**config.mk**
```make
export PLATFORM = sky130hd
export DESIGN_NAME = fnv1a_hash_dedup_set_flat
export DESIGN_NICKNAME = d
export VERILOG_FILES = /design/src/sv/fnvds_pkg.sv /design/src/sv/fnvds_if.sv /design/src/sv/fnvds_hash_step.sv /design/src/sv/fnv1a_hash_dedup_set.sv /design/src/flat_wrapper.sv
export SDC_FILE = /design/constraint.sdc
export NUM_CORES = 2
export LEC_CHECK = 0
export ABC_CLOCK_PERIOD_IN_PS = 10840
export BUFFER_PORTS_ARGS = -buffer_cell sky130_fd_sc_hd__clkbuf_2
export CORE_MARGIN = 2
export CORE_UTILIZATION = 50
export DETAILED_ROUTE_END_ITERATION = 6
export HOLD_SLACK_MARGIN = 0.03
export PLACE_DENSITY = 0.75
export RECOVER_POWER = 100
export SLEW_MARGIN = 40
export SYNTH_ARGS = -nofsm -noshare
export SYNTH_HDL_FRONTEND = slang
export SYNTH_HIERARCHICAL = 1
export SYNTH_SLANG_ARGS = --single-unit
```
**constraint.sdc**
```tcl
create_clock -name clk -period 10.84 [get_ports clk]
set_input_delay 0.542 -clock clk [delete_from_list [all_inputs] [get_ports clk]]
set_output_delay 0.542 -clock clk [all_outputs]
set_load 0.05 [all_outputs]
```
**src/sv/fnvds_pkg.sv**
```systemverilog
// ----------------------------------------------------------------------------
// fnvds_pkg
// Shared constants for the FNV-1a 64-bit hash set: hash width, offset basis,
// prime split into its shifted and low parts, and the default capacity.
// ----------------------------------------------------------------------------
package fnvds_pkg;

  localparam int HASH_W = 64;
  localparam int BYTE_W = 8;

  // FNV-1a 64-bit offset basis
  localparam logic [HASH_W-1:0] FNV_BASIS = 64'hCBF29CE484222325;

  // prime = 2^PRIME_SHIFT + PRIME_LO
  localparam int PRIME_SHIFT = 40;
  localparam int PRIME_LO_W = 9;
  localparam logic [PRIME_LO_W-1:0] PRIME_LO = 9'h1B3;

  // default number of table entries
  localparam int TABLE_ENTRIES_DEF = 64;

  // operation codes
  localparam logic OP_MARK = 1'b0;
  localparam logic OP_QUERY = 1'b1;

endpackage

```
**src/sv/fnvds_if.sv**
```systemverilog
// ----------------------------------------------------------------------------
// fnvds channel interfaces
// Valid/ready channels for the string byte items and the lookup result items.
// ----------------------------------------------------------------------------
interface fnvds_in_if
  import fnvds_pkg::*;
  ();
  logic              valid;
  logic              ready;
  logic              operation;
  logic [BYTE_W-1:0] byte_value;

  modport source (output valid, operation, byte_value, input ready);
  modport sink (input valid, operation, byte_value, output ready);
endinterface

interface fnvds_out_if
  import fnvds_pkg::*;
  ();
  logic              valid;
  logic              ready;
  logic              found;
  logic              inserted;
  logic              table_full;
  logic              empty_string;
  logic [HASH_W-1:0] hash_value;

  modport source (output valid, found, inserted, table_full, empty_string, hash_value,
                  input ready);
  modport sink (input valid, found, inserted, table_full, empty_string, hash_value,
                output ready);
endinterface

```
**src/sv/fnvds_hash_step.sv**
```systemverilog
// ----------------------------------------------------------------------------
// fnvds_hash_step
// One FNV-1a round: xor the byte and multiply by the low part
// of the prime into a register, then add the shifted copy for the 2^40 term.
// ----------------------------------------------------------------------------
module fnvds_hash_step
  import fnvds_pkg::*;
(
  input  logic              clk,
  input  logic              start,
  input  logic [HASH_W-1:0] hash_in,
  input  logic [BYTE_W-1:0] byte_in,
  output logic [HASH_W-1:0] hash_next
);

  localparam int PROD_W = HASH_W + PRIME_LO_W;

  logic [HASH_W-1:0] mixed;
  logic [PROD_W-1:0] prod_full;
  logic [HASH_W-1:0] mixed_q;
  logic [HASH_W-1:0] prod_q;

  // xor the byte in, narrow multiply by the low prime bits
  assign mixed = hash_in ^ {{(HASH_W-BYTE_W){1'b0}}, byte_in};
  assign prod_full = PROD_W'(mixed) * PROD_W'(PRIME_LO);

  always_ff @(posedge clk) begin
    if (start) begin
      mixed_q <= mixed;
      prod_q  <= prod_full[HASH_W-1:0];
    end
  end

  // after the register: add the 2^40 term, modulo 2^64
  assign hash_next = prod_q + {mixed_q[HASH_W-PRIME_SHIFT-1:0], {PRIME_SHIFT{1'b0}}};

endmodule

```
**src/sv/fnv1a_hash_dedup_set.sv**
```systemverilog
// Byte item (nonzero): accepted in idle; the next item is taken once the add state returns to idle.
// Terminator item: scans stored hashes one entry at a time through the single table
// read port and comparator, with an end check in the scan state and a done state to
// update and post the result; an empty string goes straight to the done state.
// Result waits in an output register, so bytes keep flowing while it is held.
// Synchronous reset empties the table (count to zero) and restores the basis.
// ----------------------------------------------------------------------------
// fnv1a_hash_dedup_set
// FNV-1a 64-bit string hasher with a fixed-capacity membership table.
// A zero byte ends the string and runs a mark or query against the table.
// ----------------------------------------------------------------------------
module fnv1a_hash_dedup_set
  import fnvds_pkg::*;
#(
  parameter int TABLE_ENTRIES = TABLE_ENTRIES_DEF
) (
  input  logic clk,
  input  logic rst,
  fnvds_in_if.sink    in_ch,
  fnvds_out_if.source out_ch
);

  localparam int IDX_W = (TABLE_ENTRIES > 1) ? $clog2(TABLE_ENTRIES) : 1;
  localparam int CNT_W = $clog2(TABLE_ENTRIES + 1);
  localparam logic [CNT_W-1:0] CNT_MAX = CNT_W'(TABLE_ENTRIES);

  typedef enum logic [4:0] {
    S_IDLE = 5'b00001,
    S_ADD  = 5'b00010,
    S_SCAN = 5'b00100,
    S_CMP  = 5'b01000,
    S_DONE = 5'b10000
  } state_t;

  state_t            state;
  logic [HASH_W-1:0] running_hash;
  logic              saw_byte;
  logic [CNT_W-1:0]  entry_count;
  logic [CNT_W-1:0]  scan_idx;
  logic              hit;
  logic              op_q;
  logic [HASH_W-1:0] rd_data;
  logic [HASH_W-1:0] hash_table [TABLE_ENTRIES];

  logic              out_valid;
  logic              out_found;
  logic              out_inserted;
  logic              out_full;
  logic              out_empty;
  logic [HASH_W-1:0] out_hash;

  logic              in_take;
  logic              is_term;
  logic              step_start;
  logic [HASH_W-1:0] hash_next;
  logic              out_free;
  logic              finish;
  logic              do_mark;
  logic              do_insert;
  logic              do_full;

  assign in_ch.ready = (state == S_IDLE);
  assign in_take     = in_ch.valid && in_ch.ready;
  assign is_term     = (in_ch.byte_value == '0);
  assign step_start  = in_take && !is_term;

  // shared hash round unit
  fnvds_hash_step u_step (
    .clk       (clk),
    .start     (step_start),
    .hash_in   (running_hash),
    .byte_in   (in_ch.byte_value),
    .hash_next (hash_next)
  );

  // result decision at the end of the scan
  assign out_free  = !out_valid || out_ch.ready;
  assign finish    = (state == S_DONE) && out_free;
  assign do_mark   = saw_byte && (op_q == OP_MARK) && !hit;
  assign do_insert = do_mark && (entry_count != CNT_MAX);
  assign do_full   = do_mark && (entry_count == CNT_MAX);

  // sequencer
  always_ff @(posedge clk) begin
    if (rst) begin
      state        <= S_IDLE;
      running_hash <= FNV_BASIS;
      saw_byte     <= 1'b0;
      entry_count  <= '0;
      scan_idx     <= '0;
      hit          <= 1'b0;
      op_q         <= OP_MARK;
    end else begin
      case (state)
        S_IDLE: begin
          if (in_take) begin
            if (is_term) begin
              op_q     <= in_ch.operation;
              scan_idx <= '0;
              hit      <= 1'b0;
              state    <= saw_byte ? S_SCAN : S_DONE;
            end else begin
              state <= S_ADD;
            end
          end
        end
        S_ADD: begin
          running_hash <= hash_next;
          saw_byte     <= 1'b1;
          state        <= S_IDLE;
        end
        S_SCAN: begin
          // read of hash_table[scan_idx] lands in rd_data next cycle
          if (scan_idx == entry_count) begin
            state <= S_DONE;
          end else begin
            state <= S_CMP;
          end
        end
        S_CMP: begin
          if (rd_data == running_hash) begin
            hit   <= 1'b1;
            state <= S_DONE;
          end else begin
            scan_idx <= scan_idx + 1'b1;
            state    <= S_SCAN;
          end
        end
        S_DONE: begin
          if (out_free) begin
            if (do_insert) begin
              entry_count <= entry_count + 1'b1;
            end
            running_hash <= FNV_BASIS;
            saw_byte     <= 1'b0;
            state        <= S_IDLE;
          end
        end
        default: begin
          state <= S_IDLE;
        end
      endcase
    end
  end

  // hash table storage, one write and one registered read port
  always_ff @(posedge clk) begin
    if (finish && do_insert) begin
      hash_table[entry_count[IDX_W-1:0]] <= running_hash;
    end
    rd_data <= hash_table[scan_idx[IDX_W-1:0]];
  end

  // output register control
  always_ff @(posedge clk) begin
    if (rst) begin
      out_valid <= 1'b0;
    end else if (finish) begin
      out_valid <= 1'b1;
    end else if (out_ch.ready) begin
      out_valid <= 1'b0;
    end
  end

  // output register payload
  always_ff @(posedge clk) begin
    if (finish) begin
      out_found    <= saw_byte && hit;
      out_inserted <= do_insert;
      out_full     <= do_full;
      out_empty    <= !saw_byte;
      out_hash     <= running_hash;
    end
  end

  assign out_ch.valid        = out_valid;
  assign out_ch.found        = out_found;
  assign out_ch.inserted     = out_inserted;
  assign out_ch.table_full   = out_full;
  assign out_ch.empty_string = out_empty;
  assign out_ch.hash_value   = out_hash;

  // count never passes capacity, scan never passes count
  a_count_cap: assert property (@(posedge clk) disable iff (rst)
    (entry_count <= CNT_MAX) && (scan_idx <= entry_count))
    else $error("entry count or scan index out of range");

  // at most one outcome flag per result
  a_one_flag: assert property (@(posedge clk) disable iff (rst)
    out_valid |-> $countones({out_found, out_inserted, out_full, out_empty}) <= 1)
    else $error("conflicting result flags");

  // an insert grows the table by exactly one
  a_insert_grows: assert property (@(posedge clk) disable iff (rst)
    (finish && do_insert) |=> (entry_count == $past(entry_count) + 1'b1))
    else $error("insert did not advance entry count");

  // a finished string leaves the hash at its starting value
  a_hash_restart: assert property (@(posedge clk) disable iff (rst)
    finish |=> (!saw_byte && running_hash == FNV_BASIS && out_valid))
    else $error("hash state not restored after terminator");

endmodule
```
**src/flat_wrapper.sv**
```systemverilog
// flat-port wrapper written by rule: the top's interface ports become plain ports
module fnv1a_hash_dedup_set_flat import fnvds_pkg::*;
#(
  parameter int TABLE_ENTRIES = TABLE_ENTRIES_DEF
)
  (clk, rst, in_ch_valid, in_ch_operation, in_ch_byte_value, in_ch_ready, out_ch_valid, out_ch_found, out_ch_inserted, out_ch_table_full, out_ch_empty_string, out_ch_hash_value, out_ch_ready);
  fnvds_in_if in_ch_i ();
  fnvds_out_if out_ch_i ();
  input  logic clk;
  input  logic rst;
  input wire logic [$bits(in_ch_i.valid)-1:0] in_ch_valid;
  input wire logic [$bits(in_ch_i.operation)-1:0] in_ch_operation;
  input wire logic [$bits(in_ch_i.byte_value)-1:0] in_ch_byte_value;
  output wire logic [$bits(in_ch_i.ready)-1:0] in_ch_ready;
  output wire logic [$bits(out_ch_i.valid)-1:0] out_ch_valid;
  output wire logic [$bits(out_ch_i.found)-1:0] out_ch_found;
  output wire logic [$bits(out_ch_i.inserted)-1:0] out_ch_inserted;
  output wire logic [$bits(out_ch_i.table_full)-1:0] out_ch_table_full;
  output wire logic [$bits(out_ch_i.empty_string)-1:0] out_ch_empty_string;
  output wire logic [$bits(out_ch_i.hash_value)-1:0] out_ch_hash_value;
  input wire logic [$bits(out_ch_i.ready)-1:0] out_ch_ready;
  assign in_ch_i.valid = in_ch_valid;
  assign in_ch_i.operation = in_ch_operation;
  assign in_ch_i.byte_value = in_ch_byte_value;
  assign in_ch_ready = in_ch_i.ready;
  assign out_ch_valid = out_ch_i.valid;
  assign out_ch_found = out_ch_i.found;
  assign out_ch_inserted = out_ch_i.inserted;
  assign out_ch_table_full = out_ch_i.table_full;
  assign out_ch_empty_string = out_ch_i.empty_string;
  assign out_ch_hash_value = out_ch_i.hash_value;
  assign out_ch_i.ready = out_ch_ready;
  fnv1a_hash_dedup_set #(.TABLE_ENTRIES(TABLE_ENTRIES)) u_core (.clk(clk), .rst(rst), .in_ch(in_ch_i), .out_ch(out_ch_i));
endmodule
```
======== Word-level counts from Yosys, hierarchy flattened ========
Memories as Yosys holds them, arrays and structs flattened. A register that Yosys moved wholly into a read port is not among the register bits.
Cells that the tools add are included.
cells by class
  bitwise logic cells ..................... 2
  multiply operators ...................... 1
  equal/unequal tests ..................... 14
  reduce and logical (&&, ||, !) cells .... 24
  add/sub/neg operators ................... 3
  div/mod/pow operators ................... 0
  shift-type cells ........................ 0
  magnitude comparators ................... 0
  multiplexer cells ....................... 23
operators with widths
  operator                                                                number
  64-bit case mux with 2 select lines                                     1
  64-bit adder                                                            1
  64-bit equality test                                                    1
  64-bit by 9-bit multiplier with 64-bit output (second input constant)   1
  64-bit two-way mux                                                      1
  64-bit by 8-bit XOR with 64-bit output                                  1
  5-bit two-way mux                                                       6
  7-bit two-way mux                                                       3
  5-bit case mux with 4 select lines                                      1
  7-bit by 1-bit adder with 7-bit output (second input constant)          2
  7-bit case mux with 2 select lines                                      1
  1-bit logical AND                                                       9
  8-bit logical NOT                                                       1
  1-bit two-way mux                                                       8
  4-bit AND reduction                                                     2
  7-bit equality test                                                     1
  7-bit equality test (second input constant)                             1
  7-bit inequality test (second input constant)                           1
  2-bit inequality test (second input constant)                           3
  3-bit AND reduction                                                     2
  2-bit nonzero test                                                      3
  5-bit by 1-bit equality test with 1-bit output (second input constant)  1
  5-bit by 2-bit equality test with 1-bit output (second input constant)  1
  5-bit by 3-bit equality test with 1-bit output (second input constant)  1
  8 further kinds                                                         14
storage, ports and cells
  input port bits ......................... 13
  register bits after elaboration ......... 243
  latch bits .............................. 0
  memory bits (read-only) ................. 0
  logic and storage cells ................. 83
  RAM bits ................................ 4096
  memories ................................ 1
  output and inout bits ................... 70
memories
  name               words  bits a word  rd ports  clocked after Yosys merged registers in  write ports  line                        RTL
  u_core.hash_table  64     64           1         1                                        1            fnv1a_hash_dedup_set.sv:43  logic [HASH_W-1:0] hash_table [TABLE_ENTRIES];

======== Depth between registers and ports, before layout ========
  depth in word-level cells ............... 7
  gate-level depth with buffers ........... 19
  depth with buffers taken out ............ 19

======== Hierarchy ========
Netlist, hierarchy kept.
modules (own cells, without submodules)
  module                sequential area each (um2)  instances  cells an instance  area each (um2)
  fnv1a_hash_dedup_set  128062.8                    1          7407               164526.5
  fnvds_hash_step       2612.5                      1          1388               14194.9

======== Least setup slack after synthesis ========
Ideal clock, no wire load.
  path type ............................... reg-to-reg
  start point ............................. reg u_core.running_hash[1]
  end point ............................... reg u_core.u_step.prod_q[46], data pin
  cell stages (with the launch flop) ...... 20
  path buffers ............................ 0
  arrival ................................. 5.496 ns
  library setup time ...................... 0.260 ns
  clock period less this slack ............ 5.755 ns
  data required time ...................... 10.580 ns
  slack ................................... 5.085 ns
  path through ............................ dfxtp_1 -> xor2_1 -> ha_1 -> xor2_1 -> ha_1 -> or2_2 -> fa_1 -> inv_1 -> fa_1 -> inv_1 -> ha_1 -> o21a_1 -> o21ai_1 -> a31oi_4 -> o31ai_4 -> a2111oi_1 -> or2_1 -> a31o_2 -> a21oi_1 -> xnor2_1
between the ends
  longest elaborated chain between the ends .. 2
RTL lines
  element                                        line                         RTL
  start: declaration                             fnv1a_hash_dedup_set.sv:36   logic [HASH_W-1:0] running_hash;
  start signal: assignment                       fnv1a_hash_dedup_set.sv:108  running_hash <= hash_next;
  64-bit by 8-bit XOR with 64-bit output         fnvds_hash_step.sv:24        assign mixed = hash_in ^ {{(HASH_W-BYTE_W){1'b0}}, byte_in};
  via u_core.u_step.mixed[1]                     fnvds_hash_step.sv:18        logic [HASH_W-1:0] mixed;
  64-bit by 9-bit multiplier with 64-bit output  fnvds_hash_step.sv:25        assign prod_full = PROD_W'(mixed) * PROD_W'(PRIME_LO);
  via u_core.u_step.prod_full[46]                fnvds_hash_step.sv:19        logic [PROD_W-1:0] prod_full;
  end signal: assignment                         fnvds_hash_step.sv:30        prod_q <= prod_full[HASH_W-1:0];
  end: declaration                               fnvds_hash_step.sv:21        logic [HASH_W-1:0] prod_q;
The timed path passes the listed nets, and every way through them passes these cells.
A chain may end at the register's enable or synchronous reset.

======== Worst setup path in the final report ========
  start point ............................. reg u_core.running_hash[1]
  end point ............................... reg u_core.u_step.prod_q[52], data pin
The elaborated chain is that of the path after synthesis.

==> flow_results.xml <==
<?xml version="1.0" encoding="UTF-8"?>
<metrics>
  <group name="run_status">
    <metric name="outcome" unit="">finished with violations</metric>
    <metric name="failed_checks" unit="">max-capacitance violations, max-slew violations</metric>
  </group>
  <group name="detailed_routing">
    <metric name="drt-total-wl" unit="µm">489500</metric>
    <metric name="wl_met3" unit="µm">70510</metric>
    <metric name="drcViolationCount" unit="">0</metric>
    <metric name="vias_per_cell" unit="">6.492</metric>
    <metric name="drtAntennaViolNets" unit="">0</metric>
    <metric name="wl_met1" unit="µm">175500</metric>
    <metric name="maxUsedRoutingLayer" unit="">met5</metric>
    <metric name="drt_pre_antenna_iters" unit="">6</metric>
    <metric name="drt_iter0_drc" unit="">14530</metric>
    <metric name="routedWlPerCell" unit="µm">34.33</metric>
    <metric name="met2WireLength" unit="µm">225100</metric>
    <metric name="route.vias.total" unit="">92580</metric>
  </group>
  <group name="layout">
    <metric name="layout-drive-gt1-share" unit="%">21.09</metric>
    <metric name="areaGrowthSynthToFinish" unit="%">11.46</metric>
    <metric name="fill_cells" unit="">25540</metric>
    <metric name="final_nets" unit="">9525</metric>
    <metric name="multi_input_comb_area" unit="µm²">44710</metric>
    <metric name="sequential_cell_area" unit="µm²">130700</metric>
    <metric name="finalCoreUtilization" unit="%">55.96</metric>
  </group>
  <group name="cts">
    <metric name="worst_skew_pair_later_pin_latency" unit="ps">990</metric>
    <metric name="cts_tree" unit="">built</metric>
    <metric name="clk_transition_reported_paths" unit="ps">60</metric>
    <metric name="clock_root_buffer" unit="">clkbuf_16</metric>
    <metric name="cts_inserted_buffers" unit="">427</metric>
    <metric name="clkSinkCount" unit="">4402</metric>
    <metric name="htree_levels" unit="">5</metric>
    <metric name="max-clock-path-buffers" unit="">4</metric>
  </group>
  <group name="power">
    <metric name="total_power" unit="W">0.03697</metric>
    <metric name="cellPowerDensity" unit="nW/µm²">185.6</metric>
    <metric name="static-leakage-power" unit="nW">56.30</metric>
    <metric name="max-vdd-ir-drop" unit="V">0.0001652</metric>
  </group>
  <group name="timing">
    <metric name="layout_min_cycle_time" unit="ps">8484</metric>
    <metric name="max_freq" unit="MHz">117.9</metric>
    <metric name="post-route-period-util" unit="%">78.27</metric>
    <metric name="finClkSkew" unit="ps">78.51</metric>
    <metric name="setup_violations" unit="">0</metric>
    <metric name="setup-tns-final" unit="ps">0</metric>
    <metric name="holdWs" unit="ps">470.5</metric>
    <metric name="timing.final.max_slew_violations" unit="">5337</metric>
    <metric name="max-slew-margin-rel" unit="%">-214.8</metric>
    <metric name="rsz_0062_raised_after_global_routing" unit="">false</metric>
    <metric name="tightest_slew" unit="ps">4723</metric>
    <metric name="fin_worst_setup_slack" unit="ps">2356</metric>
    <metric name="final-hold-violation-count" unit="">0</metric>
  </group>
  <group name="run">
    <metric name="max_cap_violations" unit="">122</metric>
  </group>
  <group name="critical_path">
    <metric name="setup.reg_to_reg.worst_slack" unit="ps">2360</metric>
    <metric name="worst_ep_arrival" unit="ps">9200</metric>
    <metric name="crit_required" unit="ps">11550</metric>
    <metric name="endpoint_kind" unit="">flop</metric>
    <metric name="path_cells" unit="">clkbuf_1 &gt; xor2_1 &gt; ha_1 &gt; xor2_1 &gt; ha_1 &gt; or2_2 &gt; fa_1 &gt; inv_1 &gt; fa_1 &gt; inv_1 &gt; ha_1 &gt; o21a_1 &gt; o21ai_0 &gt; a31oi_4 &gt; o31ai_1 &gt; o31ai_1 &gt; a41oi_1 &gt; o31a_4 &gt; o21ai_0 &gt; xor2_1</metric>
    <metric name="worst_setup_path_startpoint" unit="">u_core/running_hash[1]</metric>
    <metric name="cp_num_buf_inv" unit="">3</metric>
    <metric name="crit_fanout" unit="">39</metric>
    <metric name="critical_path.slowest_cell" unit="">clkbuf_1</metric>
    <metric name="worst_r2r_path_depth" unit="">20</metric>
    <metric name="critPathLaunchType" unit="">flop</metric>
    <metric name="crit_reg_reg_endpoint" unit="">u_core/u_step/prod_q[52]</metric>
    <metric name="timing.critical_path.slowest_cell_delay" unit="ps">1650</metric>
    <metric name="critical_path_class" unit="">flop to flop</metric>
    <metric name="rr_startpoint" unit="">u_core/running_hash[1]</metric>
    <metric name="cpLargestDelayFamily" unit="">compound AO/OA/AOI/OAI gates</metric>
  </group>
  <group name="global_route">
    <metric name="globalRouteOverflowTotal" unit="">0</metric>
    <metric name="largest_net_degree_at_the_start_of_global_routing" unit="">135</metric>
    <metric name="first_global_vias" unit="">93290</metric>
    <metric name="gr-usage-all-layers" unit="%">26.84</metric>
    <metric name="grt_first_pass_wirelength" unit="µm">693000</metric>
    <metric name="antenna_found_initial" unit="">26</metric>
  </group>
  <group name="die">
    <metric name="die_x" unit="µm">601.9</metric>
    <metric name="std_cell_rows" unit="">219</metric>
    <metric name="die_area" unit="µm²">362200</metric>
    <metric name="core_area" unit="µm²">355900</metric>
    <metric name="pin_count" unit="">83</metric>
    <metric name="start_util" unit="%">50.21</metric>
    <metric name="die_h" unit="µm">601.9</metric>
  </group>
  <group name="synth">
    <metric name="synthesized_instance_count" unit="">8795</metric>
    <metric name="async_flop_share" unit="%">0</metric>
    <metric name="ys_dominant_reg_cell" unit="">edfxtp_1</metric>
    <metric name="post_synth_main_area_contributors" unit="">edfxtp_1 (71%), mux4_2 (13%), fa_1 (2.4%), dfxtp_1 (1.7%), mux2i_1 (1.5%)</metric>
    <metric name="synth_area_per_cell" unit="µm²">20.32</metric>
    <metric name="postSynthNetCount" unit="">9188</metric>
    <metric name="synth_seq_cells" unit="">4402</metric>
    <metric name="synth_largest_area_cell" unit="">edfxtp_1</metric>
    <metric name="yosysWarningCount" unit="">6</metric>
    <metric name="yosys.cell_types.count" unit="">80</metric>
    <metric name="synth_enable_flop_cells" unit="">4251</metric>
    <metric name="synth_area" unit="µm²">178700</metric>
    <metric name="synth_seq_area_share" unit="%">73.12</metric>
    <metric name="synth_top_area_share" unit="%">71.43</metric>
  </group>
  <group name="place">
    <metric name="placement.io_buffers" unit="">82</metric>
    <metric name="gpl.final_weighted_congestion" unit="">0.9008</metric>
    <metric name="hpwlAfterDp" unit="µm">281700</metric>
    <metric name="preCtsSetupSlack" unit="ps">4759</metric>
  </group>
  <group name="min_path">
    <metric name="min-delay-path-class" unit="">flop to flop</metric>
    <metric name="min_delay_path_depth" unit="">2</metric>
    <metric name="hold_end" unit="">u_core/running_hash[32]</metric>
    <metric name="timing.hold.worst.start" unit="">u_core/running_hash[32]</metric>
  </group>
</metrics>
state kept, by name, summed over array words and instances, names as in the netlist, 5 cells and up:
register / flops
u_core/out_ch.hash_value: 64
u_core/state: 5
u_core/rd_data: 64
u_core/hash_table: 4096
u_core/u_step/prod_q: 63
u_core/u_step/mixed_q: 24
u_core/running_hash: 64
u_core/entry_count: 7
u_core/scan_idx: 7
cells in the final DEF (no fill, tap or decap), types with 15 or more instances in the layout:
| master | n |
|---|---|
| xnor2_1 | 130 |
| nor2_1 | 201 |
| clkinv_2 | 73 |
| o21ai_0 | 99 |
| edfxtp_1 | 4251 |
| mux2_2 | 128 |
| clkinv_1 | 82 |
| clkbuf_8 | 33 |
| nand2_1 | 182 |
| buf_6 | 49 |
| o21a_1 | 16 |
| buf_12 | 19 |
| nand3_1 | 62 |
| nor2_4 | 21 |
| clkbuf_16 | 432 |
| bufinv_16 | 38 |
| inv_1 | 281 |
| nor3_1 | 45 |
| nor2b_1 | 134 |
| dfxtp_1 | 142 |
| clkbuf_1 | 312 |
| a22oi_1 | 58 |
| buf_4 | 80 |
| a21oi_1 | 314 |
| o221ai_1 | 59 |
| o21bai_1 | 45 |
| a211oi_1 | 136 |
| ha_1 | 170 |
| nand4_1 | 31 |
| mux4_2 | 1024 |
| fa_1 | 210 |
| xor2_1 | 66 |
| mux2i_1 | 262 |
| o21ai_1 | 15 |
| a21o_1 | 48 |
worst register-to-register path, delay by kind of cell, from the launching register on:
family,cells,cell delay (ps)
buf+inv,3,1740
flops,1,310
xor+xnor,3,880
fa+ha+maj,5,2050
compound gates,8,2940
simple gates,1,310
kinds of logic after synthesis:
group	synth area share, %
multiplexers	15.21
AND/OR/NAND/NOR	2.001
AO/OA/AOI/OAI	3.200
XOR/XNOR	0.9703
flip-flops	73.12
adder cells (fa/ha/maj)	3.542
buffers and inverters	1.962
worst max path at each step:
stage	slack, ps	endpoint	cells after the start
floorplan	5080	u_core/u_step/prod_q[46]	19
global placement	4250	u_core/u_step/prod_q[58]	20
detailed placement	4760	u_core/u_step/prod_q[58]	20
CTS	4750	u_core/u_step/prod_q[58]	20
global route	2200	u_core/hash_table[13][4]	9
finish	2360	u_core/u_step/prod_q[52]	20
layer usage:
layer / track usage (%) / vias to the layer above
met2: 41.16 / 6791
met3: 7.472 / 1033
li1: - / 36380
met5: 0.1586 / -
met4: 8.602 / 17
met1: 37.56 / 48350
where the power goes:
| group | switching, W | internal (W) | total [W] | leakage [nW] |
|---|---|---|---|---|
| Clock | 0.00638 | 0.00847 | 0.0148 | 6.84 |
| Combinational | 0.00198 | 0.00122 | 0.00321 | 14.4 |
| Sequential | 0.0000950 | 0.0188 | 0.0189 | 35.0 |
| Total | 0.00846 | 0.0285 | 0.0370 | 56.3 |
final cells by class:
class / instances / share of cell area [%]
Clock inverter: 236 / 1.196
Timing Repair Buffer: 397 / 1.386
Multi-Input combinational cell: 3622 / 22.44
Tap cell: 4751 / 2.984
Sequential cell: 4402 / 65.61
Inverter: 282 / 0.5320
Clock buffer: 562 / 5.838
Antenna cell: 7 / 0.008794
synth_stat cells, types with 14 or more instances:
master and number:
buf_6 24, nor2_1 222, a22oi_1 58, buf_4 83, nand4_1 31, a21oi_1 316
mux2_2 130, nand3_1 64, inv_1 282, nand2_1 182, o21ai_0 90, dfxtp_1 151
buf_2 96, o221ai_1 59, mux2i_1 265, a211oi_1 137, nor2b_1 135, o21ai_1 22
and3_1 14, xor2_1 66, clkbuf_1 234, nor3_1 45, a21o_1 48, edfxtp_1 4251
buf_1 51, mux4_2 1024, ha_1 170, o21a_1 16, fa_1 210, o21bai_1 45
xnor2_1 132
timing repair:
action | 4_1_cts | 5_1_grt
gates resized for setup | 0 | 0
hold buffers | 13 | 0
endpoints found under the hold margin | 18 | 0
buffers inserted | 0 | 0
metrics by stage:
stage	std cells	area, µm²
floorplan	8795	178700
global placement	13400	185400
detailed placement	13430	186300
CTS	14240	200400
global route	14250	199200
finish	14260	199200
No activity file was read; power rests on OpenSTA's default activity.
